## src/hw/rtl/assert_macros.svh

```systemverilog
`ifndef ASSERT_MACROS_SVH
`define ASSERT_MACROS_SVH

// Same-cycle implication, disabled while reset is low.
`define ASSERT_IMPLY(label, clk, rst_n, ante, cons, msg) \
    label: assert property (@(posedge clk) disable iff (!rst_n) (ante) |-> (cons)) \
        else $error(msg);

// Next-cycle implication, disabled while reset is low.
`define ASSERT_NEXT(label, clk, rst_n, ante, cons, msg) \
    label: assert property (@(posedge clk) disable iff (!rst_n) (ante) |=> (cons)) \
        else $error(msg);

`endif

```

## src/hw/rtl/lalc_pkg.sv

```systemverilog
package lalc_pkg;

    localparam int CNT_W            = 16;
    localparam int LUX_W            = 20;
    localparam int CH_W             = 25;   // scaled channel: count times at most 468.5
    localparam int S_TDATA_W        = 32;
    localparam int M_TDATA_W        = 24;
    localparam int SEGMENTS         = 7;
    localparam int TAB_W            = 10;
    localparam int TABLE_RATIO_BITS = 9;
    localparam int TABLE_LUX_BITS   = 14;

    localparam logic [LUX_W-1:0] LUX_MAX = 20'hFFFFF;

    localparam logic [1:0] INTEG_13MS  = 2'd0;
    localparam logic [1:0] INTEG_101MS = 2'd1;

    typedef enum logic [1:0] {
        REG_GAIN_HIGH   = 2'd0,
        REG_INTEGRATION = 2'd1,
        REG_PACKAGE     = 2'd2
    } cfg_reg_t;

    typedef struct packed {
        logic       gain_high;
        logic [1:0] integration_select;
        logic       package_cs;
    } cfg_t;

    // Row 0: T package, row 1: CS package
    localparam logic [TAB_W-1:0] SEG_K [2][SEGMENTS] = '{
        '{10'h040, 10'h080, 10'h0c0, 10'h100, 10'h138, 10'h19a, 10'h29a},
        '{10'h043, 10'h085, 10'h0c8, 10'h10a, 10'h14d, 10'h19a, 10'h29a}
    };
    localparam logic [TAB_W-1:0] SEG_B [2][SEGMENTS] = '{
        '{10'h1f2, 10'h214, 10'h23f, 10'h270, 10'h16f, 10'h0d2, 10'h018},
        '{10'h204, 10'h228, 10'h253, 10'h282, 10'h177, 10'h101, 10'h037}
    };
    localparam logic [TAB_W-1:0] SEG_M [2][SEGMENTS] = '{
        '{10'h1be, 10'h2d1, 10'h37b, 10'h3fe, 10'h1fc, 10'h0fb, 10'h012},
        '{10'h1ad, 10'h2c1, 10'h363, 10'h3df, 10'h1dd, 10'h127, 10'h02b}
    };

    // ratio * 2^9 <= k * 2^rfb  <=>  ratio <= floor(k * 2^rfb / 2^9)
    function automatic logic [63:0] ratio_threshold(input logic [TAB_W-1:0] k, input int rfb);
        return (64'(k) << rfb) >> TABLE_RATIO_BITS;
    endfunction

    function automatic logic [63:0] rescale_coef(input logic [TAB_W-1:0] c, input int lfb);
        return ((64'(c) << lfb) + (64'd1 << (TABLE_LUX_BITS - 1))) >> TABLE_LUX_BITS;
    endfunction

endpackage

```

## src/hw/rtl/lalc_div_stage.sv

```systemverilog
module lalc_div_stage
    import lalc_pkg::*;
#(
    parameter int Q_W = 35
)
(
    input  logic            clk,
    input  logic            rst_n,
    input  logic            en,
    input  logic            in_valid,
    input  logic [CH_W-1:0] rem_in,
    input  logic [Q_W-1:0]  work_in,    // dividend bits high, quotient bits low
    input  logic [CH_W-1:0] div_in,
    input  logic [CH_W-1:0] ch1_in,
    output logic            out_valid,
    output logic [CH_W-1:0] rem_out,
    output logic [Q_W-1:0]  work_out,
    output logic [CH_W-1:0] div_out,
    output logic [CH_W-1:0] ch1_out
);

    logic [CH_W:0]   trial;
    logic [CH_W:0]   diff;
    logic            ge;
    logic [CH_W-1:0] rem_next;
    logic [Q_W-1:0]  work_next;
    logic [CH_W-1:0] rem_reg;
    logic [Q_W-1:0]  work_reg;
    logic [CH_W-1:0] div_reg;
    logic [CH_W-1:0] ch1_reg;
    logic            valid_reg;

    // One restoring step: bring down the next dividend bit, subtract if it fits
    always_comb
    begin
        trial     = {rem_in, work_in[Q_W-1]};
        diff      = trial - {1'b0, div_in};
        ge        = (trial >= {1'b0, div_in});
        rem_next  = ge ? diff[CH_W-1:0] : trial[CH_W-1:0];
        work_next = {work_in[Q_W-2:0], ge};
    end

    always_ff @(posedge clk or negedge rst_n)
    begin
        if (!rst_n)
        begin
            valid_reg <= 1'b0;
        end
        else if (en)
        begin
            valid_reg <= in_valid;
        end
    end

    always_ff @(posedge clk)
    begin
        if (en)
        begin
            rem_reg  <= rem_next;
            work_reg <= work_next;
            div_reg  <= div_in;
            ch1_reg  <= ch1_in;
        end
    end

    assign out_valid = valid_reg;
    assign rem_out   = rem_reg;
    assign work_out  = work_reg;
    assign div_out   = div_reg;
    assign ch1_out   = ch1_reg;

endmodule

```

## config.mk

```make
export PLATFORM = sky130hd
export DESIGN_NAME = lalc_div_stage
export DESIGN_NICKNAME = d
export VERILOG_FILES = /design/src/hw/rtl/assert_macros.svh /design/src/hw/rtl/lalc_pkg.sv /design/src/hw/rtl/lalc_div_stage.sv
export SDC_FILE = /design/constraint.sdc
export NUM_CORES = 1
export LEC_CHECK = 0
export BUFFER_PORTS_ARGS = -buffer_cell sky130_fd_sc_hd__buf_4
export CORE_ASPECT_RATIO = 0.7
export CORE_MARGIN = 2
export CORE_UTILIZATION = 40
export CTS_CLUSTER_DIAMETER = 30
export CTS_CLUSTER_SIZE = 24
export DETAILED_ROUTE_END_ITERATION = 10
export GPL_ROUTABILITY_DRIVEN = 0
export PLACE_DENSITY = 0.8
export SLEW_MARGIN = 20
export SYNTH_ARGS = -nofsm -noshare
export SYNTH_HDL_FRONTEND = slang
export SYNTH_SLANG_ARGS = --single-unit
```

## constraint.sdc

```tcl
create_clock -name clk -period 2.5 [get_ports clk]
set_clock_uncertainty 0.2 [all_clocks]
set_input_delay 0.25 -clock clk [delete_from_list [all_inputs] [get_ports clk]]
set_output_delay 0.25 -clock clk [all_outputs]
set_load 0.01 [all_outputs]
```

==> Word level (Yosys, flattened, before mapping) <==
Cells that the tools add are included.
{ "word_totals": {"reg_bits": 111, "in_bits": 114, "elab_cells": 8} }
{ "classes": {"n_addsub": 1, "n_lt_le_gt_ge": 1, "muxes": 1} }
{ "op_table": {"columns": ["cell", "n"], "rows": [
  ["$ge 26x25->1", 1],
  ["$mux 25", 1],
  ["$sub 25x25->25", 1]
]} }

==> Depth between registers and ports, before layout <==
{ "depth": {"ltp_word": 2, "mapped_depth": 13} }

==> Worst setup path before layout <==
No wires, ideal clock.
{ "synth_timing": {"kind": "input -> register", "startpoint": "input port work_in[34]", "endpoint": "register rem_reg[10] (netlist: rem_out[10]), data pin", "arrival_ns": 2.648, "required_ns": 2.040, "setup_slack_ns": -0.608, "stages": 13, "path_buffers": 1, "path_cell_list": "inv_1 ha_1 inv_1 fa_1 a21o_1 a221oi_4 o21ai_2 a221oi_2 o21ai_1 a21oi_2 o31ai_4 buf_6 mux2_4"} }
{ "synth_between": {"elab_chain_cells": 2} }
{ "synth_rtl": {"columns": ["element", "line_no", "text"], "rows": [
  ["from (decl)", "lalc_div_stage.sv:12", "input logic [Q_W-1:0] work_in,"],
  ["$sub 25x25->25 / $ge 26x25->1 (equally long branches)", "lalc_div_stage.sv:37, lalc_div_stage.sv:38", null],
  ["$mux 25 *", "lalc_div_stage.sv:39", "rem_next = ge ? diff[CH_W-1:0] : trial[CH_W-1:0];"],
  ["via rem_next[10]", "lalc_div_stage.sv:25", "logic [CH_W-1:0] rem_next;"],
  ["to (signal assigned)", "lalc_div_stage.sv:59", "rem_reg <= rem_next;"],
  ["to (decl)", "lalc_div_stage.sv:27", "logic [CH_W-1:0] rem_reg;"]
]} }
The timed path passes the listed nets; every way through them passes the cells marked *.
A chain may end at the register's enable or synchronous reset.

==> Worst setup path after layout <==
{ "layout_timing": {"startpoint": "input port work_in[34]", "endpoint": "register rem_reg[23] (netlist: rem_out[23]), data pin"} }
The elaborated chain is that of the path after synthesis.

==> flow_summary.toml <==
[run_status]
outcome = "finished with violations"
violations = "negative setup slack"

[timing]
fin_crit_sh_pct = 113.3
finalHoldViolCount = 0
fin_hold_ws_ps = 15.82
worst_pin_slew_ps = 430.9
slew_headroom_pct = 71.27
rsz0062_at_grt = "yes"
max_freq_ghz = 0.3531
setup_viol = 26
fin_ws_ps = -332.1
drv_slew = 0
fin_tns_setup_ps = -7500
period_minus_slack_ps = 2832

[detailed_routing]
vias = 4443
dr.pass1.iters = 5
drt-initial-drc-count = 183
ant_nets = 0
met3_length_um = 1246
wl_met1_um = 6039
dr.max_layer_used = "met4"
avgViaCountPerCell = 4.904
drc = 0
routed_wl_um = 15050
routed-wl-met2_um = 7537
drt-wirelength-per-cell_um = 16.61

[logic_synthesis]
async_flop_share_pct = 0.9009
netlist_area_um2 = 5200
syn_avg_cell_area_um2 = 14.65
synth_compound_area_share_pct = 11.26
synth_edf_count = 110
synth_fa_ha_area_share_pct = 6.400
synthesis.nets = 495
synth_top_family_by_area = "compound AO/OA/AOI/OAI gates"
synthMuxAreaShare_pct = 6.617
synthXorXnorAreaFrac_pct = 3.369
synth_top_area_share_pct = 63.52
yosys_warnings = 0
synth-main-ff-cell = "edfxtp_1"
yosysSeqAreaShare_pct = 64.00
synth_cell_type_count = 55
synthCells = 355
yosys.area.top_type = "edfxtp_1"
synth.area.top_cells = "edfxtp_1 (64%), ha_1 (6.0%), mux2_4 (4.9%)"
ys_ff_latch = 111
synthSimpleGateAreaFrac_pct = 4.885

[die]
placementRows = 34
io_pins = 225
start_util_pct = 41.44
die_h_um = 99.40
die_x_um = 140.3
coreArea_um2 = 12550
dieArea_um2 = 13940

[job]
cap_violations = 0

[worst_setup_path]
path_max_fanout = 12
path_buf_inv = 4
criticalPathCategory = "in2reg"
cp_cell_sequence = "buf_8 -> inv_12 -> ha_4 -> inv_2 -> fa_2 -> a21o_1 -> a221oi_4 -> o21ai_2 -> a221oi_2 -> o21ai_1 -> a21oi_2 -> o31ai_4 -> buf_12 -> mux2_4"
critPathArrivalTime_ps = 2730
slowest_stage = "fa_2"
critPathTopFamily = "compound AO/OA/AOI/OAI gates"
cpPeakStageDelay_ps = 340
cp.required_ps = 2400
end_kind = "flop"
cp-start-kind = "primary input"

[pwr]
cellPowerDensity_nw_per_um2 = 574.0
power_leakage_nw = 3.965
ir_drop_mv = 0.3534

[global_routing]
grt_pass1_wl_um = 23420
grt_overflow = 0
grt_usage_pct = 21.50
grt_max_degree = 63
antenna_found_initial = 0
grt_pass1_vias = 4713

[clocking]
cts_sinks = 111
clockBufferDepth = 2
h-tree-depth = 3
clk_pin_slew_ps = 80
cts_buffers = 9
clock_latency_ps = 350
cts_tree = "built"
root_buffer = "clkbuf_16"

[placed_design]
post-dp-hpwl_um = 10410
port_buffers = 224
place_area_um2 = 7551

[cells_and_area]
drive_above_1_share_pct = 45.97
fin_area_um2 = 8850
nNetsFinal = 880
antenna_cells = 0
area_growth_pct = 70.19
fill_cells = 854
postLayoutCoreUtil_pct = 70.52

[min_path]
hold_path_class = "in2reg"
-- cells in the mapped netlist (3+ instances only) --
library cell	count
mux2_4	17
nor2b_1	3
edfxtp_1	110
nand2_1	12
nor2_1	12
xnor2_1	12
a31oi_1	4
clkbuf_1	5
a21oi_1	20
ha_1	25
nand2b_1	3
mux2_2	7
nand4_1	4
o21ai_0	10
a211oi_1	3
buf_2	3
a21o_1	12
o21a_1	4
xor2_1	8
nand3_1	5
inv_1	33
and2_1	3
-- metal layers --
layer	vias up	GRT usage, %
met3	22	6.692
li1	2102	-
met4	0	6.061
met5	-	0
met1	2141	26.28
met2	178	37.18
-- path summary, 6_finish.rpt --
kind                             start  slack [ps]     endpoint  cells after the start
hold / removal              rem_in[13]          20  rem_out[14]                      2
min in group asynchronous        rst_n         550    out_valid                      3
setup / recovery           work_in[34]        -330  rem_out[23]                     14
hold reg to reg              out_valid         330    out_valid                      1
max in group asynchronous        rst_n        1450    out_valid                      3
setup reg to reg             out_valid        1550    out_valid                      1
-- state kept, by name (all words and copies together), names as in the netlist --
signal,cells
ch1_out,25
div_out,25
out_valid,1
rem_out,25
work_out,35
-- cell usage in the layout (no fill, tap or decap), types with 18 or more instances in the layout --
master / count
a21oi_1: 20
buf_4: 285
dlygate4sd3_1: 94
edfxtp_1: 110
ha_1: 23
inv_1: 31
mux2_4: 18
-- repair_timing --
| item | CTS | global route |
|---|---|---|
| pin swaps | 1 | 2 |
| hold endpoints to repair | 93 | 0 |
| hold buffers | 94 | 0 |
| buffers inserted | 2 | 4 |
| cloned | 1 | 0 |
| setup endpoints to repair | 26 | 26 |
| gates resized for setup | 5 | 2 |
-- per-stage QoR --
stage / setup slack (ps) / power, mW / instances
after global placement: -606.6 / 3.548 / 792
after global routing: -415.4 / 5.287 / 906
final: -332.1 / 5.080 / 906
after CTS: -290.8 / 5.108 / 903
after floorplan: -475.5 / 2.908 / 355
after detailed placement: -665.6 / 3.587 / 792
-- logic make-up after synthesis --
logic type	count (synthesis)
AOI/OAI and AO/OA	80
xor gates and xnor gates	20
adders and majority gates	26
buffers and inverters	43
DFF	111
muxes	25
and+or+nand+nor	50
-- power breakdown --
part | switching (mW) | internal, mW
logic | 0.581 | 0.800
registers | 0.0543 | 2.26
clock network | 0.693 | 0.689
total | 1.33 | 3.75
-- cell type report --
| cell class | instances | area [um2] | area share, % |
|---|---|---|---|
| Tap cell | 162 | 202.7 | 2.290 |
| Timing Repair Buffer | 384 | 3181 | 35.94 |
| Clock inverter | 6 | 53.80 | 0.6079 |
| Sequential cell | 111 | 3328 | 37.61 |
| Clock buffer | 9 | 225.2 | 2.545 |
| Multi-Input combinational cell | 201 | 1723 | 19.47 |
| Inverter | 33 | 136.4 | 1.541 |
Note: power is estimated with default switching activity, not from simulation.
