[config.mk]
export PLATFORM = sky130hd
export DESIGN_NAME = lalc_lux
export DESIGN_NICKNAME = d
export VERILOG_FILES = /design/src/hw/rtl/lalc_pkg.sv /design/src/hw/rtl/lalc_lux.sv
export VERILOG_INCLUDE_DIRS = /design/src /design/src/hw/rtl
export SDC_FILE = /design/constraint.sdc
export NUM_CORES = 2
export LEC_CHECK = 0
export ABC_AREA = 0
export BUFFER_PORTS_ARGS = -buffer_cell sky130_fd_sc_hd__buf_2
export CORE_ASPECT_RATIO = 1.4
export CORE_MARGIN = 4
export CORE_UTILIZATION = 50
export CTS_CLUSTER_DIAMETER = 50
export CTS_CLUSTER_SIZE = 20
export DETAILED_ROUTE_END_ITERATION = 6
export PLACE_DENSITY_LB_ADDON = 0.2
export SYNTH_ARGS = -nofsm -noshare
export SYNTH_HDL_FRONTEND = slang
export SYNTH_SLANG_ARGS = --single-unit
[constraint.sdc]
create_clock -name clk -period 6.75 [get_ports clk]
set_clock_uncertainty 0.05 [all_clocks]
set_input_delay 0.675 -clock clk [delete_from_list [all_inputs] [get_ports clk]]
set_output_delay 0.675 -clock clk [all_outputs]
set_load 0.01 [all_outputs]
[src/hw/rtl/assert_macros.svh]
`ifndef ASSERT_MACROS_SVH
`define ASSERT_MACROS_SVH

// Same-cycle implication, disabled while reset is low.
`define ASSERT_IMPLY(label, clk, rst_n, ante, cons, msg) \
    label: assert property (@(posedge clk) disable iff (!rst_n) (ante) |-> (cons)) \
        else $error(msg);

// Next-cycle implication, disabled while reset is low.
`define ASSERT_NEXT(label, clk, rst_n, ante, cons, msg) \
    label: assert property (@(posedge clk) disable iff (!rst_n) (ante) |=> (cons)) \
        else $error(msg);

`endif

[src/hw/rtl/lalc_pkg.sv]
package lalc_pkg;

    localparam int CNT_W            = 16;
    localparam int LUX_W            = 20;
    localparam int CH_W             = 25;   // scaled channel: count times at most 468.5
    localparam int S_TDATA_W        = 32;
    localparam int M_TDATA_W        = 24;
    localparam int SEGMENTS         = 7;
    localparam int TAB_W            = 10;
    localparam int TABLE_RATIO_BITS = 9;
    localparam int TABLE_LUX_BITS   = 14;

    localparam logic [LUX_W-1:0] LUX_MAX = 20'hFFFFF;

    localparam logic [1:0] INTEG_13MS  = 2'd0;
    localparam logic [1:0] INTEG_101MS = 2'd1;

    typedef enum logic [1:0] {
        REG_GAIN_HIGH   = 2'd0,
        REG_INTEGRATION = 2'd1,
        REG_PACKAGE     = 2'd2
    } cfg_reg_t;

    typedef struct packed {
        logic       gain_high;
        logic [1:0] integration_select;
        logic       package_cs;
    } cfg_t;

    // Row 0: T package, row 1: CS package
    localparam logic [TAB_W-1:0] SEG_K [2][SEGMENTS] = '{
        '{10'h040, 10'h080, 10'h0c0, 10'h100, 10'h138, 10'h19a, 10'h29a},
        '{10'h043, 10'h085, 10'h0c8, 10'h10a, 10'h14d, 10'h19a, 10'h29a}
    };
    localparam logic [TAB_W-1:0] SEG_B [2][SEGMENTS] = '{
        '{10'h1f2, 10'h214, 10'h23f, 10'h270, 10'h16f, 10'h0d2, 10'h018},
        '{10'h204, 10'h228, 10'h253, 10'h282, 10'h177, 10'h101, 10'h037}
    };
    localparam logic [TAB_W-1:0] SEG_M [2][SEGMENTS] = '{
        '{10'h1be, 10'h2d1, 10'h37b, 10'h3fe, 10'h1fc, 10'h0fb, 10'h012},
        '{10'h1ad, 10'h2c1, 10'h363, 10'h3df, 10'h1dd, 10'h127, 10'h02b}
    };

    // ratio * 2^9 <= k * 2^rfb  <=>  ratio <= floor(k * 2^rfb / 2^9)
    function automatic logic [63:0] ratio_threshold(input logic [TAB_W-1:0] k, input int rfb);
        return (64'(k) << rfb) >> TABLE_RATIO_BITS;
    endfunction

    function automatic logic [63:0] rescale_coef(input logic [TAB_W-1:0] c, input int lfb);
        return ((64'(c) << lfb) + (64'd1 << (TABLE_LUX_BITS - 1))) >> TABLE_LUX_BITS;
    endfunction

endpackage

[src/hw/rtl/lalc_lux.sv]
`include "assert_macros.svh"

module lalc_lux
    import lalc_pkg::*;
#(
    parameter int RATIO_FRACTION_BITS = 9,
    parameter int LUX_FRACTION_BITS   = 14,
    parameter int Q_W                 = 35
)
(
    input  logic             clk,
    input  logic             rst_n,
    input  logic             en,
    input  cfg_t             cfg,
    input  logic             in_valid,
    input  logic [Q_W-1:0]   quotient,
    input  logic [CH_W-1:0]  ch0,
    input  logic [CH_W-1:0]  ch1,
    output logic             out_valid,
    output logic [LUX_W-1:0] lux
);

    localparam int COEF_W = (LUX_FRACTION_BITS > TABLE_LUX_BITS) ? LUX_FRACTION_BITS - 3 : 11;
    localparam int PROD_W = CH_W + COEF_W;
    localparam int FULL_W = PROD_W + 1 - LUX_FRACTION_BITS;

    logic [4:0]              vld_reg;

    // ratio stage
    logic [Q_W:0]            ratio_sum;
    logic [Q_W-1:0]          ratio_next;
    logic [Q_W-1:0]          ratio_reg;
    logic [CH_W-1:0]         ch0_r1_reg;
    logic [CH_W-1:0]         ch1_r1_reg;

    // segment stage
    logic [COEF_W-1:0]       b_next;
    logic [COEF_W-1:0]       m_next;
    logic [COEF_W-1:0]       b_reg;
    logic [COEF_W-1:0]       m_reg;
    logic [CH_W-1:0]         ch0_r2_reg;
    logic [CH_W-1:0]         ch1_r2_reg;

    // product, difference and rounding stages
    logic [PROD_W-1:0]       pos_next;
    logic [PROD_W-1:0]       neg_next;
    logic [PROD_W-1:0]       pos_reg;
    logic [PROD_W-1:0]       neg_reg;
    logic [PROD_W-1:0]       diff_next;
    logic [PROD_W-1:0]       diff_reg;
    logic [PROD_W:0]         round_sum;
    logic [FULL_W-1:0]       lux_full;
    logic [LUX_W-1:0]        lux_next;
    logic [LUX_W-1:0]        lux_reg;

    always_comb
    begin
        ratio_sum  = {1'b0, quotient} + (Q_W+1)'(1);
        ratio_next = (ch0 == '0) ? '0 : ratio_sum[Q_W:1];
    end

    // First segment whose breakpoint the ratio does not pass; none leaves zero
    always_comb
    begin
        logic found;
        found  = 1'b0;
        b_next = '0;
        m_next = '0;
        for (int i = 0; i < SEGMENTS; i++)
        begin
            if (!found && (64'(ratio_reg)
                    <= ratio_threshold(SEG_K[cfg.package_cs][i], RATIO_FRACTION_BITS)))
            begin
                found  = 1'b1;
                b_next = COEF_W'(rescale_coef(SEG_B[cfg.package_cs][i], LUX_FRACTION_BITS));
                m_next = COEF_W'(rescale_coef(SEG_M[cfg.package_cs][i], LUX_FRACTION_BITS));
            end
        end
    end

    always_comb
    begin
        pos_next  = ch0_r2_reg * b_reg;
        neg_next  = ch1_r2_reg * m_reg;
        // clamp a negative difference to zero
        diff_next = (pos_reg > neg_reg) ? (pos_reg - neg_reg) : '0;
        round_sum = {1'b0, diff_reg} + ((PROD_W+1)'(1) << (LUX_FRACTION_BITS - 1));
        lux_full  = round_sum[PROD_W:LUX_FRACTION_BITS];
        lux_next  = (lux_full > FULL_W'(LUX_MAX)) ? LUX_MAX : lux_full[LUX_W-1:0];
    end

    always_ff @(posedge clk or negedge rst_n)
    begin
        if (!rst_n)
        begin
            vld_reg <= '0;
        end
        else if (en)
        begin
            vld_reg <= {vld_reg[3:0], in_valid};
        end
    end

    always_ff @(posedge clk)
    begin
        if (en)
        begin
            ratio_reg  <= ratio_next;
            ch0_r1_reg <= ch0;
            ch1_r1_reg <= ch1;
            b_reg      <= b_next;
            m_reg      <= m_next;
            ch0_r2_reg <= ch0_r1_reg;
            ch1_r2_reg <= ch1_r1_reg;
            pos_reg    <= pos_next;
            neg_reg    <= neg_next;
            diff_reg   <= diff_next;
            lux_reg    <= lux_next;
        end
    end

    assign out_valid = vld_reg[4];
    assign lux       = lux_reg;

    `ASSERT_NEXT(a_zero_diff_zero_lux, clk, rst_n,
        en && vld_reg[3] && (diff_reg == '0), lux_reg == '0,
        "nonzero lux from zero difference")

endmodule

# ---- After elaboration in Yosys (flattened, before gate mapping)
# Cells that the tools add are included.
dict set report word_totals {
  regBits 290
  latch_bits 0
  mem_bits_rw 0
  rom_bits 0
  inputBits 93
  out_inout_bits 21
  wordCells 84
  mem_count 0
}
dict set report op_classes {
  add_sub_neg 17
  n_mul 2
  n_div 0
  order_cmp 10
  eq_ne 0
  shifts 0
  muxes 29
  n_bitwise 1
  reduce_logical 13
}
# cell count
set ops {}
lappend ops {{$mux W70} 7}
lappend ops {{$add A24 B14 Y25 const B} 14}
lappend ops {{$le A35 B10 Y1} 7}
lappend ops {{$mux W11} 14}
lappend ops {{$mul A25 B11 Y36} 2}
lappend ops {{$mux W65} 1}
lappend ops {{$mux W62} 1}
lappend ops {{$add A36 B14 Y37 const B} 1}
lappend ops {{$add A35 B1 Y36 const B} 1}
lappend ops {{$gt A36 B36 Y1} 1}
lappend ops {{$sub A36 B36 Y36} 1}
lappend ops {{$logic_not A25 Y1} 1}
lappend ops {{$gt A23 B20 Y1 const B} 1}
lappend ops {{$logic_and A1 B1 Y1} 6}
lappend ops {{$logic_not A1 Y1} 6}
lappend ops {{$mux W1} 6}
lappend ops {{$ge A2 B2 Y1 const B} 1}
lappend ops {{$not A1 Y2} 1}

# ---- Logic depth before layout (Yosys ltp)
dict set report logic_depth {
  ltp_word 24
  mapped_depth 23
  ltp_nobuf 21
}

# ---- Worst setup path before layout
# No wires, ideal clock.
dict set report synth_timing {
  kind {reg-to-reg}
  startpoint {register b_reg[4]}
  endpoint {register pos_reg[32] (data pin)}
  setup_time_ns 0.258
  arrival_ns 5.544
  slack_ns 0.898
  path_stages_with_launch 22
  n_path_buf 2
  cell_sequence {edfxtp_1 clkbuf_1 clkbuf_1 nand2_1 fa_1 fa_1 fa_1 inv_1 fa_1 inv_1 fa_1 inv_1 ha_1 a2111oi_0 o21ai_1 a22o_2 a31oi_4 o31ai_4 a22oi_2 a21oi_2 a211oi_2 xnor2_1}
}
dict set report synth_between {
  elab_chain_cells 1
}
# item line
set synth_rtl {}
lappend synth_rtl {{start, declared} lalc_lux.sv:39} ;# logic [COEF_W-1:0] b_reg;
lappend synth_rtl {{start signal, assigned} lalc_lux.sv:111} ;# b_reg <= b_next;
lappend synth_rtl {{$mul A25 B11 Y36} lalc_lux.sv:83} ;# pos_next = ch0_r2_reg * b_reg;
lappend synth_rtl {{net pos_next[32]} lalc_lux.sv:45} ;# logic [PROD_W-1:0] pos_next;
lappend synth_rtl {{end signal, assigned} lalc_lux.sv:115} ;# pos_reg <= pos_next;
lappend synth_rtl {{end, declared} lalc_lux.sv:47} ;# logic [PROD_W-1:0] pos_reg;
# The timed path passes the listed nets, and every way through them passes these cells.
# A chain may end at the register's enable or synchronous reset.

# ---- Worst setup path after layout
dict set report layout_timing {
  startpoint {register b_reg[2]}
  endpoint {register pos_reg[32] (data pin)}
}
# The elaborated chain is that of the path after synthesis.

==> metrics.csv <==
metric;value;unit
run status;finished clean;
min cycle time layout;6.399;ns
Die W;209.4;µm
CP Max Fanout;13;
top_reg_cell synth;edfxtp_1;
Pins Over Slew Limit;0;
Mapped Cells;2789;
crit-path max cell delay;0.73;ns
setup slack, reg-to-reg;0.35;ns
largest net degree at the start of global routing;171;
vias in the first global route;20890;
Worst path slowest cell;edfxtp_1;
Max Root-Sink Buffers;3;
maximum VDD drop;0.2138;mV
worst-case reg-to-reg path depth;20;
sequential element share of the synthesized area;28.99;%
CTS tree;yes;
antenna cells;0;
Pwr Density;319.3;mW/mm²
Syn-to-layout area delta;7.755;%
final wirelength;59890;µm
CTS Buf Count;27;
CTS Sinks;275;
most numerous cell on the critical path;fa_1;
gr usage total;20.28;%
final worst path period share;94.80;%
Post-synth top cells;inv_1 (506), fa_1 (368), nand2_1 (300), and2_1 (294), edfxtp_1 (270);
Yosys Warn Count;0;
final setup fails;0;
number of synthesized register bits;275;
DR DRC count;0;
most numerous cell in the Yosys netlist;inv_1;
Final Hold Fails;0;
Synth area leaders;edfxtp_1 (29%), fa_1 (26%), ha_1 (10%);
worst flop-to-flop path endpoint;pos_reg[32];
port buffer count;110;
core box area;0.05632;mm²
Hold Crit Endpoint;ch1_r1_reg[0];
Post-Syn Nets;3485;
Setup Fix Bufs, Post-CTS;0;
layout cell share with drive strength beyond 1;7.727;%
total power;9.770;mW
Via density;5.281;
antenna viol nets, final;0;
io pins;114;
die area;0.06072;mm²
Routability Congestion;0.9231;
worst slew pin tran;1.068;ns
WL/cell;16.60;µm
max-cap violation count;0;
Hold WC Path Type;in -> reg;
drt pass-1 iters;7;
root buf cell;clkbuf_16;
unrepaired setup endpoints after global routing;no;
H-Tree Depth;1;
die height;290.0;µm
Leak;14.24;nW
beginning of the worst hold path;ch1[0];
starting density of the core;50.42;%
reg-to-reg startpoint;b_reg[2];
hold path cells;1;
Nets;3550;
Worst slew margin;28.78;%
1st-iter DRT viols;949;
clock latency on the worst-skew pair;0.56;ns
Cell variety after synth;73;
global-route wire length before repair;102400;µm
crit end category;register;
Req. time, crit path;7.00;ns
Async SR Flop Fraction;1.818;%
maximum clock frequency;156.3;MHz
initial antenna violation count;0;
post-detail-place hpwl;48840;µm
Synth Cell Area;0.02839;mm²
post-synth top area cell;edfxtp_1;
crit path kind;reg -> reg;
Setup crit start kind;register;
vias;19050;
Synth Area per Inst;10.18;µm²
clock slew at reported path FFs;0.07;ns
CP arrival;6.65;ns
num rows;103;
CP Cell Sequence;buf_4, nand2_1, fa_1, fa_1, fa_1, inv_1, fa_1, inv_1, fa_1, inv_1, ha_1, a2111oi_0, o21ai_1, a22o_2, a31oi_4, o31ai_4, a22oi_2, a21oi_2, a211oi_2, xnor2_1;
EDFF count, synth;270;
total gr overflow;0;
setup TNS;0;ns
Synth top area share;28.55;%
==> where the power goes <==
| part | switching, mW | internal, mW |
|---|---|---|
| Combinational | 3.25 | 2.28 |
| Sequential | 0.264 | 2.48 |
| Clock | 0.713 | 0.777 |
| Total | 4.23 | 5.54 |
==> per-stage QoR <==
stage | area, µm² | std cells | utilization, % | hold slack, ns | setup WS, ns
final | 30600 | 3608 | 54.33 | 0.2323 | 0.3512
after global routing | 30600 | 3608 | 54.33 | 0.1937 | 0.002290
after CTS | 30600 | 3608 | 54.33 | 0.1863 | 0.3792
after detailed placement | 29700 | 3559 | 52.73 | 0.3545 | 0.4142
after global placement | 29700 | 3559 | 52.73 | 0.3516 | 0.4842
after floorplan | 28390 | 2789 | - | 0.3294 | 0.8976
==> placed cells by master (no fill, tap or decap), types with 27 or more instances in the layout <==
master,Yosys,routed
a21o_1,35,35
xor2_1,51,51
nand3_1,37,37
and2_1,294,294
buf_2,8,109
ha_1,235,235
nand2_1,300,300
clkbuf_16,0,27
fa_1,368,368
nor2_1,114,113
inv_1,506,506
edfxtp_1,270,270
o21ai_0,45,45
xnor2_1,66,66
a21oi_1,94,94
==> layout make-up <==
type	count	area (µm²)
repair buffers	137	778.2
fillers	4966	25720
inverters	507	1903
multi-input cells	1906	17870
clock buffers	29	683.2
flip-flops and latches	275	8233
well taps	735	919.6
clock inverters	19	207.7
==> worst max-delay path, delay by kind of cell, from the launching register on <==
kind            cells  cell delay (ns)
compound gates      8             1.92
xor+xnor            1             0.11
fa+ha+maj           6             2.79
buf+inv             4             0.44
flops               1             0.73
simple gates        1             0.08
==> kinds of logic (layout without fill, tap and decap cells) <==
family	after synthesis	in the layout	share of synthesized area, %
simple gates	892	892	16.11
buf+inv	608	692	8.073
fa+ha+maj	603	603	36.30
compound gates	288	288	6.680
flops	275	275	28.99
xor+xnor	117	117	3.609
mux	6	6	0.2379
==> metal layers <==
| layer | GRT usage (%) | up-vias | part of all wire, % |
|---|---|---|---|
| li1 | - | 9051 | - |
| met2 | 38.45 | 355 | 55 |
| met3 | 1.990 | 106 | 3.2 |
| met4 | 6.226 | 0 | 3.0 |
| met1 | 24.08 | 9542 | 39 |
| met5 | 0 | - | 0 |
==> repair_timing <==
| action | CTS | global route |
|---|---|---|
| hold endpoints to repair | 5 | 0 |
| hold buffers | 1 | 0 |
| gates resized for setup | 0 | 0 |
==> worst max-delay path by stage <==
stage / start / end / slack (ns) / depth (start not counted)
floorplan: b_reg[4] / pos_reg[32] / 0.90 / 21
global placement: m_reg[7] / neg_reg[34] / 0.48 / 20
detailed placement: b_reg[2] / pos_reg[32] / 0.41 / 20
CTS: b_reg[6] / pos_reg[30] / 0.38 / 18
global route: m_reg[7] / neg_reg[35] / 0.002 / 20
finish: b_reg[2] / pos_reg[32] / 0.35 / 20
No activity file was read; power rests on OpenSTA's default activity.
