--- config.mk ---
export PLATFORM = sky130hd
export DESIGN_NAME = lalc_scale
export DESIGN_NICKNAME = d
export VERILOG_FILES = /design/src/hw/rtl/assert_macros.svh /design/src/hw/rtl/lalc_pkg.sv /design/src/hw/rtl/lalc_scale.sv
export SDC_FILE = /design/constraint.sdc
export NUM_CORES = 1
export LEC_CHECK = 0
export BUFFER_PORTS_ARGS = -buffer_cell sky130_fd_sc_hd__buf_2
export CORE_ASPECT_RATIO = 0.7
export CORE_MARGIN = 2
export CORE_UTILIZATION = 54
export CTS_BUF_LIST = sky130_fd_sc_hd__clkbuf_8
export DETAILED_ROUTE_END_ITERATION = 10
export GPL_TIMING_DRIVEN = 0
export PLACE_DENSITY_LB_ADDON = 0.2
export SYNTH_ARGS = -nofsm -noshare
export SYNTH_HDL_FRONTEND = slang
export SYNTH_SLANG_ARGS = --single-unit
--- constraint.sdc ---
create_clock -name clk -period 0.8 [get_ports clk]
set_input_delay 0.12 -clock clk [delete_from_list [all_inputs] [get_ports clk]]
set_output_delay 0.12 -clock clk [all_outputs]
set_load 0.02 [all_outputs]
--- src/hw/rtl/assert_macros.svh ---
`ifndef ASSERT_MACROS_SVH
`define ASSERT_MACROS_SVH

// Same-cycle implication, disabled while reset is low.
`define ASSERT_IMPLY(label, clk, rst_n, ante, cons, msg) \
    label: assert property (@(posedge clk) disable iff (!rst_n) (ante) |-> (cons)) \
        else $error(msg);

// Next-cycle implication, disabled while reset is low.
`define ASSERT_NEXT(label, clk, rst_n, ante, cons, msg) \
    label: assert property (@(posedge clk) disable iff (!rst_n) (ante) |=> (cons)) \
        else $error(msg);

`endif

--- src/hw/rtl/lalc_pkg.sv ---
package lalc_pkg;

    localparam int CNT_W            = 16;
    localparam int LUX_W            = 20;
    localparam int CH_W             = 25;   // scaled channel: count times at most 468.5
    localparam int S_TDATA_W        = 32;
    localparam int M_TDATA_W        = 24;
    localparam int SEGMENTS         = 7;
    localparam int TAB_W            = 10;
    localparam int TABLE_RATIO_BITS = 9;
    localparam int TABLE_LUX_BITS   = 14;

    localparam logic [LUX_W-1:0] LUX_MAX = 20'hFFFFF;

    localparam logic [1:0] INTEG_13MS  = 2'd0;
    localparam logic [1:0] INTEG_101MS = 2'd1;

    typedef enum logic [1:0] {
        REG_GAIN_HIGH   = 2'd0,
        REG_INTEGRATION = 2'd1,
        REG_PACKAGE     = 2'd2
    } cfg_reg_t;

    typedef struct packed {
        logic       gain_high;
        logic [1:0] integration_select;
        logic       package_cs;
    } cfg_t;

    // Row 0: T package, row 1: CS package
    localparam logic [TAB_W-1:0] SEG_K [2][SEGMENTS] = '{
        '{10'h040, 10'h080, 10'h0c0, 10'h100, 10'h138, 10'h19a, 10'h29a},
        '{10'h043, 10'h085, 10'h0c8, 10'h10a, 10'h14d, 10'h19a, 10'h29a}
    };
    localparam logic [TAB_W-1:0] SEG_B [2][SEGMENTS] = '{
        '{10'h1f2, 10'h214, 10'h23f, 10'h270, 10'h16f, 10'h0d2, 10'h018},
        '{10'h204, 10'h228, 10'h253, 10'h282, 10'h177, 10'h101, 10'h037}
    };
    localparam logic [TAB_W-1:0] SEG_M [2][SEGMENTS] = '{
        '{10'h1be, 10'h2d1, 10'h37b, 10'h3fe, 10'h1fc, 10'h0fb, 10'h012},
        '{10'h1ad, 10'h2c1, 10'h363, 10'h3df, 10'h1dd, 10'h127, 10'h02b}
    };

    // ratio * 2^9 <= k * 2^rfb  <=>  ratio <= floor(k * 2^rfb / 2^9)
    function automatic logic [63:0] ratio_threshold(input logic [TAB_W-1:0] k, input int rfb);
        return (64'(k) << rfb) >> TABLE_RATIO_BITS;
    endfunction

    function automatic logic [63:0] rescale_coef(input logic [TAB_W-1:0] c, input int lfb);
        return ((64'(c) << lfb) + (64'd1 << (TABLE_LUX_BITS - 1))) >> TABLE_LUX_BITS;
    endfunction

endpackage

--- src/hw/rtl/lalc_scale.sv ---
module lalc_scale
    import lalc_pkg::*;
#(
    parameter int CHANNEL_SCALE_BITS = 10
)
(
    input  logic            clk,
    input  logic            rst_n,
    input  logic            en,
    input  cfg_t            cfg,
    input  logic            in_valid,
    input  logic [CNT_W-1:0] broadband_count,
    input  logic [CNT_W-1:0] infrared_count,
    output logic            out_valid,
    output logic [CH_W-1:0] ch0,
    output logic [CH_W-1:0] ch1
);

    localparam int SCALE_W = CHANNEL_SCALE_BITS + 9;
    localparam int ONE     = 1 << CHANNEL_SCALE_BITS;
    localparam int S13     = (644 * ONE + 11) / 22;
    localparam int S101    = (644 * ONE + 81) / 162;

    logic [SCALE_W-1:0]       base;
    logic [SCALE_W-1:0]       scale;
    logic [CNT_W+SCALE_W-1:0] prod0;
    logic [CNT_W+SCALE_W-1:0] prod1;
    logic [CH_W-1:0]          ch0_next;
    logic [CH_W-1:0]          ch1_next;
    logic [CH_W-1:0]          ch0_reg;
    logic [CH_W-1:0]          ch1_reg;
    logic                     valid_reg;

    always_comb
    begin
        unique case (cfg.integration_select)
            INTEG_13MS:  base = SCALE_W'(S13);
            INTEG_101MS: base = SCALE_W'(S101);
            default:     base = SCALE_W'(ONE);
        endcase
        // 1x gain: raise the scale by 16
        scale    = cfg.gain_high ? base : (base << 4);
        prod0    = broadband_count * scale;
        prod1    = infrared_count * scale;
        ch0_next = prod0[CHANNEL_SCALE_BITS +: CH_W];
        ch1_next = prod1[CHANNEL_SCALE_BITS +: CH_W];
    end

    always_ff @(posedge clk or negedge rst_n)
    begin
        if (!rst_n)
        begin
            valid_reg <= 1'b0;
        end
        else if (en)
        begin
            valid_reg <= in_valid;
        end
    end

    always_ff @(posedge clk)
    begin
        if (en)
        begin
            ch0_reg <= ch0_next;
            ch1_reg <= ch1_next;
        end
    end

    assign out_valid = valid_reg;
    assign ch0       = ch0_reg;
    assign ch1       = ch1_reg;

endmodule

# Yosys cells after proc, flatten, opt, wreduce, memory -nomap -nowiden

Cells that the tools add are included.

Bits in registers: 51
Input bits: 40
Word-level logic and storage cells: 9

Multiply operators: 2
Equality and inequality tests: 1
Multiplexer cells: 2
Reductions and logical operators: 1

Operators with widths:

| cell                                                                   | count |
|---|---|
| 16-bit by 19-bit multiplier with 35-bit output                         | 2 |
| 15-bit one-hot mux with 2 select lines                                 | 1 |
| 19-bit two-way mux                                                     | 1 |
| 2-bit by 1-bit equality test with 1-bit output (second input constant) | 1 |
| 2-bit logical NOT                                                      | 1 |

# Logic depth before layout (Yosys ltp)

Depth after elaboration: 4
Depth in mapped cells: 28

# Worst setup path after synthesis

Ideal clock, no wire load.

Path kind: input to register
From: in cfg[1] (netlist name)
To: reg ch0_reg[22] (netlist: ch0[22]), data pin
Arrival: 6.186 ns
Slack: -5.566 ns
Stages: 25
Buffers on the path: 3
Path through: clkbuf_1 > inv_1 > o21ai_1 > and2_1 > clkbuf_1 > clkbuf_1 > nand2_1 > fa_1 > fa_1 > inv_1 > fa_1 > fa_1 > fa_1 > inv_1 > fa_1 > inv_1 > ha_1 > a21oi_1 > o21ai_0 > o21ba_2 > a2bb2oi_1 > nand2_2 > o21ai_2 > or4_1 > o311ai_1

Cells in the longest elaborated chain, start to end: 4

RTL lines:

| element                                                                             | line             | RTL |
|---|---|---|
| start, declared                                                                     | lalc_scale.sv:10 | `input cfg_t cfg,` |
| 2-bit by 1-bit equality test with 1-bit output or 2-bit logical NOT (tied branches) | lalc_scale.sv:36 | `unique case (cfg.integration_select)` |
| 15-bit one-hot mux with 2 select lines (*)                                          | lalc_scale.sv:36 |  |
| 19-bit two-way mux (*)                                                              | lalc_scale.sv:42 | `scale = cfg.gain_high ? base : (base << 4);` |
| 16-bit by 19-bit multiplier with 35-bit output (*)                                  | lalc_scale.sv:43 | `prod0 = broadband_count * scale;` |
| named net prod0[32]                                                                 | lalc_scale.sv:26 | `logic [CNT_W+SCALE_W-1:0] prod0;` |
| end signal, assigned                                                                | lalc_scale.sv:65 | `ch0_reg <= ch0_next;` |
| end, declared                                                                       | lalc_scale.sv:30 | `logic [CH_W-1:0] ch0_reg;` |

The timed path passes the listed nets; every way through them passes the cells marked *.
A chain may end at the register's enable or synchronous reset.

# Final worst setup path

From: in cfg[3] (netlist name)
To: reg ch0_reg[22] (netlist: ch0[22]), data pin

Cells in the longest elaborated chain, start to end: 2

RTL lines:

| element                                        | line |
|---|---|
| 19-bit two-way mux                             | lalc_scale.sv:42 |
| 16-bit by 19-bit multiplier with 35-bit output | lalc_scale.sv:43 |
| named net prod0[32]                            | lalc_scale.sv:26 |

The timed path passes the listed nets, and every way through them passes these cells.

==> results.txt <==
Once layout is done, the placed cells without fillers occupy 23100 sq um. The number of rows in the core area is 58. The tightest min-delay check is of the input pin to asynchronous set/reset pin type. The clock passes through at most 2 buffers.

The hold violation total from the final report was 0. The via count of the first global-routing pass is approximately 15000. After the last flow step, the layout net total stands at a little under 3000. The total die area came out at 37700 sq um. The pre-CTS setup slack is -6300 ps. The share of the cycle needed by the critical path after routing is 7.52. The sequential cells in the finished layout cover a total of 1530 sq um.

The mean instance size in the synthesized netlist is 9.55 sq um. From left edge to right edge, the die measures 231 um. The startpoint kind of the worst setup timing path is an input pin. The worst-case setup margin in the final layout is -5220 ps. The post-synthesis sequential area ratio is 0.0781. The count of TritonRoute iterations in the first routing pass came out at 5. Counting every sink on the clock net gives 51. The worst vdd rail ir drop is 4110 uV. Measured against its own limit, the worst slew margin works out to 0.464. The number of maximum-capacitance violations is 0. The final-report setup violation count came out at slightly above 100. The H-tree was split into 2 levels. The worst setup path is captured at a flip-flop. The number of pins with negative max-slew slack in the final report came to 0. The final antenna diode count is 0. The number of enable flip-flop cells after synthesis is 50. The layout has ~3000 filler cells. In this run the remaining antenna-violating nets after routing total 0.

TritonCTS built the clock tree. The number of DRC violations after detailed-routing iteration 0 is 893. The cell class contributing the biggest share of worst-path delay is adder cells. Leaving out fill and tap cells, the most frequent cell in the layout is sky130_fd_sc_hd__inv_1. 91 I/O pins were placed. The setup path with the least slack is of type input pin to flip-flop. Of the total synthesized cell area, the portion taken by AND, OR, NAND and NOR gates is 0.114. The number of nets produced by synthesis came out at 2768. The initial utilization of the core area, before any placement, comes to 0.546. Setup repair after global routing could not meet its margin everywhere. The placed cell count is 2603. Of the total synthesized cell area, the portion taken by XOR and XNOR cells is 0.0251.

The gate count of the mapped netlist is between 2000 and 2500. Leaving out fill and tap cells, the most frequent cells in the layout are sky130_fd_sc_hd__inv_1 (553), sky130_fd_sc_hd__fa_1 (417), sky130_fd_sc_hd__ha_1 (215). Summing over every cut layer, the via total after detailed routing is 14300. The wire length per cell after detailed routing came out at 19.3 um. The first global-routing pass estimated 81600 um of wire. After synthesis, the share of cell area in mux cells is 0.000576. The initial antenna violation count came to 0. The maximum operating frequency is around 170 MHz. Global routing finished with a remaining overflow of 0.

The total core area is 35800 sq um. Clock tree synthesis selected as its root buffer the cell sky130_fd_sc_hd__clkbuf_8. The later pin in the worst-skew pair is clocked with a latency of 370 ps. The signed area change from the synthesized netlist to the final layout came out at 18.4%. The post-detailed-placement cell area is 20900 sq um. The setup clock skew after layout is 0 ps. By area, the combinational part of the netlist is dominated by adder cells. The HPWL after detailed placement is 42200 um. The number of distinct standard cells referenced by the synthesized netlist came out at between 60 and 70.

The number of register bits inferred by synthesis is 51. Of the cells placed in the final design, the portion with a size suffix greater than 1 is 0.194. The largest net degree at the start of global routing is 52. The post-synthesis cell area is 19500 sq um.

At the worst endpoint, the required time is 1000 ps. The number of buffers and inverters on the critical path is 9. The startpoint of the worst setup timing path is cfg[3].

The share of the synthesized area in compound gates (AO/OA/AOI/OAI) was 0.0508. The via count normalized by instance count came out at 5.29. The yosys synthesis warning count came out at 0. The die outline height is 163 um.

The post-route DRC violation count came out at 0. In the synthesized netlist the dominant register cell turns out to be sky130_fd_sc_hd__edfxtp_1. The area of combinational cells with multiple inputs came out at 16600 sq um.

The fraction of registers with async set/reset came out at 0.0196. The post-synthesis share of cell area spent on full adders, half adders and majority gates is 0.605. After clock tree synthesis, the clock-pin slew on the worst setup and hold paths is 120 ps. The analysis attributes to cell leakage a power of between 10 and 15 nW. The number of buffers inserted by port buffering came out at 77. The critical-path cell with the highest stage delay is sky130_fd_sc_hd__fa_1.

The checks that failed: negative setup slack. The measured slew at the worst slew-check pin is 803 ps. The total power per unit cell area came out at approximately 3800 nW/um^2. The data arrival at the endpoint of the critical path came out at 6220 ps. In this run the worst path has a maximum fanout of 5. The final weighted congestion in routability-driven placement is 0.947. The aggregate global-route resource usage is 0.288. In this design, the critical path's most frequently occurring cell is sky130_fd_sc_hd__fa_1. The startpoint identified for the worst register-to-register timing path is out_valid.

The number of buffers created by CTS came out at 5. The flow ran to the end, but the final reports show violations. The time the worst path needs with I/O delays and setup is 6020 ps. The largest stage delay on the critical path came out at 580 ps. Summed over all layers, the routed wires come to 52300 um. The filler-free cell count of the finished design is 2706.
-- what timing repair did --
| item | 4_1_cts | 5_1_grt |
|---|---|---|
| pin swaps | 94 | 75 |
| hold endpoints to repair | 2 | 0 |
| setup buffers | 55 | 37 |
| resized for setup | 177 | 160 |
| hold buffers | 2 | 0 |
| endpoints found under the setup margin | 152 | 101 |
| cloned | 3 | 1 |
-- layer usage --
| layer | GRT usage | wire, um | part of all wire | vias to the layer above |
|---|---|---|---|---|
| met5 | 0 | 0 | 0 | - |
| met1 | 0.406 | 22900 | 0.44 | 7339 |
| met4 | 0.0408 | 697 | 0.013 | 0 |
| met3 | 0.0917 | 5100 | 0.098 | 53 |
| met2 | 0.448 | 23600 | 0.45 | 487 |
| li1 | - | - | - | 6445 |
-- path summary, 6_finish.rpt --
path,to,slack (ps),depth (start not counted)
min in group clk,ch0[22],220,1
worst min-delay path,out_valid,20,2
worst max register to register,out_valid,10,1
worst max-delay path,ch0[22],-5220,26
max in group asynchronous,out_valid,680,2
worst min register to register,out_valid,550,1
-- cell usage after synthesis (2+ instances only) --
cell type                  number  area (sq um)
sky130_fd_sc_hd__clkbuf_1      62           233
sky130_fd_sc_hd__and2_1       118           738
sky130_fd_sc_hd__and4_1         2          17.5
sky130_fd_sc_hd__buf_6          2          22.5
sky130_fd_sc_hd__a21o_1        18           135
sky130_fd_sc_hd__nand2_1      228           856
sky130_fd_sc_hd__a21oi_1       45           225
sky130_fd_sc_hd__edfxtp_1      50          1500
sky130_fd_sc_hd__o21bai_1       7          52.6
sky130_fd_sc_hd__o31ai_1        2          15.0
sky130_fd_sc_hd__o311ai_1       2          17.5
sky130_fd_sc_hd__o21ai_1        7          35.0
sky130_fd_sc_hd__o21ai_0       17          85.1
sky130_fd_sc_hd__or2_2          2          12.5
sky130_fd_sc_hd__o211ai_1       4          30.0
sky130_fd_sc_hd__xor2_1        21           184
sky130_fd_sc_hd__ha_1         244          3050
sky130_fd_sc_hd__nand3_1       12          60.1
sky130_fd_sc_hd__o21a_1         8          60.1
sky130_fd_sc_hd__o21ba_2        2          20.0
sky130_fd_sc_hd__nor3_1         8          40.0
sky130_fd_sc_hd__a31o_2         3          26.3
sky130_fd_sc_hd__fa_1         438          8770
sky130_fd_sc_hd__nor2_1        44           165
sky130_fd_sc_hd__a211oi_1       4          30.0
sky130_fd_sc_hd__nand3b_1       2          15.0
sky130_fd_sc_hd__inv_1        581          2180
sky130_fd_sc_hd__xnor2_1       35           307
sky130_fd_sc_hd__nor2b_1        5          31.3
sky130_fd_sc_hd__a21oi_2        4          35.0
sky130_fd_sc_hd__a31oi_1        2          12.5
sky130_fd_sc_hd__o41ai_2        2          32.5
sky130_fd_sc_hd__buf_2          2          10.0
sky130_fd_sc_hd__or3_1          2          12.5
sky130_fd_sc_hd__and3_1        21           131
sky130_fd_sc_hd__nand4_1       13          81.3
-- logic make-up (layout without fill, tap and decap cells) --
group,count (synthesis),count (layout)
adders and majority gates,682,682
buffers and inverters,650,830
and+or+nand+nor,463,463
DFF,51,51
AOI/OAI and AO/OA,143,143
muxes,1,1
xor gates and xnor gates,56,56
-- power breakdown --
| part | internal, W | switching (W) | leakage, nW | total (W) |
|---|---|---|---|---|
| sequential | 0.00664 | 0.000323 | 0.498 | 0.00696 |
| combinational | 0.0375 | 0.0425 | 11.6 | 0.0800 |
| clock | 0.000693 | 0.00116 | 0.0524 | 0.00185 |
-- cell type report --
| cell class | instances | share of cell area |
|---|---|---|
| plain buffers | 67 | 0.0283 |
| clock buffers | 6 | 0.00357 |
| repair buffers | 174 | 0.0619 |
| well taps | 480 | 0.0260 |
| inverters | 581 | 0.0947 |
| clock inverters | 2 | 0.000379 |
| multi-input cells | 1345 | 0.719 |
| flip-flops and latches | 51 | 0.0660 |
-- metrics by stage --
step,total power (W),TNS (ps),util,hold WS (ps)
2_1_floorplan,0.0533,-230040,-,-176
3_3_place_gp,0.0631,-320850,0.586,-106
3_5_place_dp,0.0641,-325350,0.586,-102
4_1_cts,0.0805,-247570,0.626,16.6
5_1_grt,0.0973,-258870,0.647,32.2
6_report,0.0888,-250280,0.647,24.5
No activity file was read; power rests on OpenSTA's default activity.
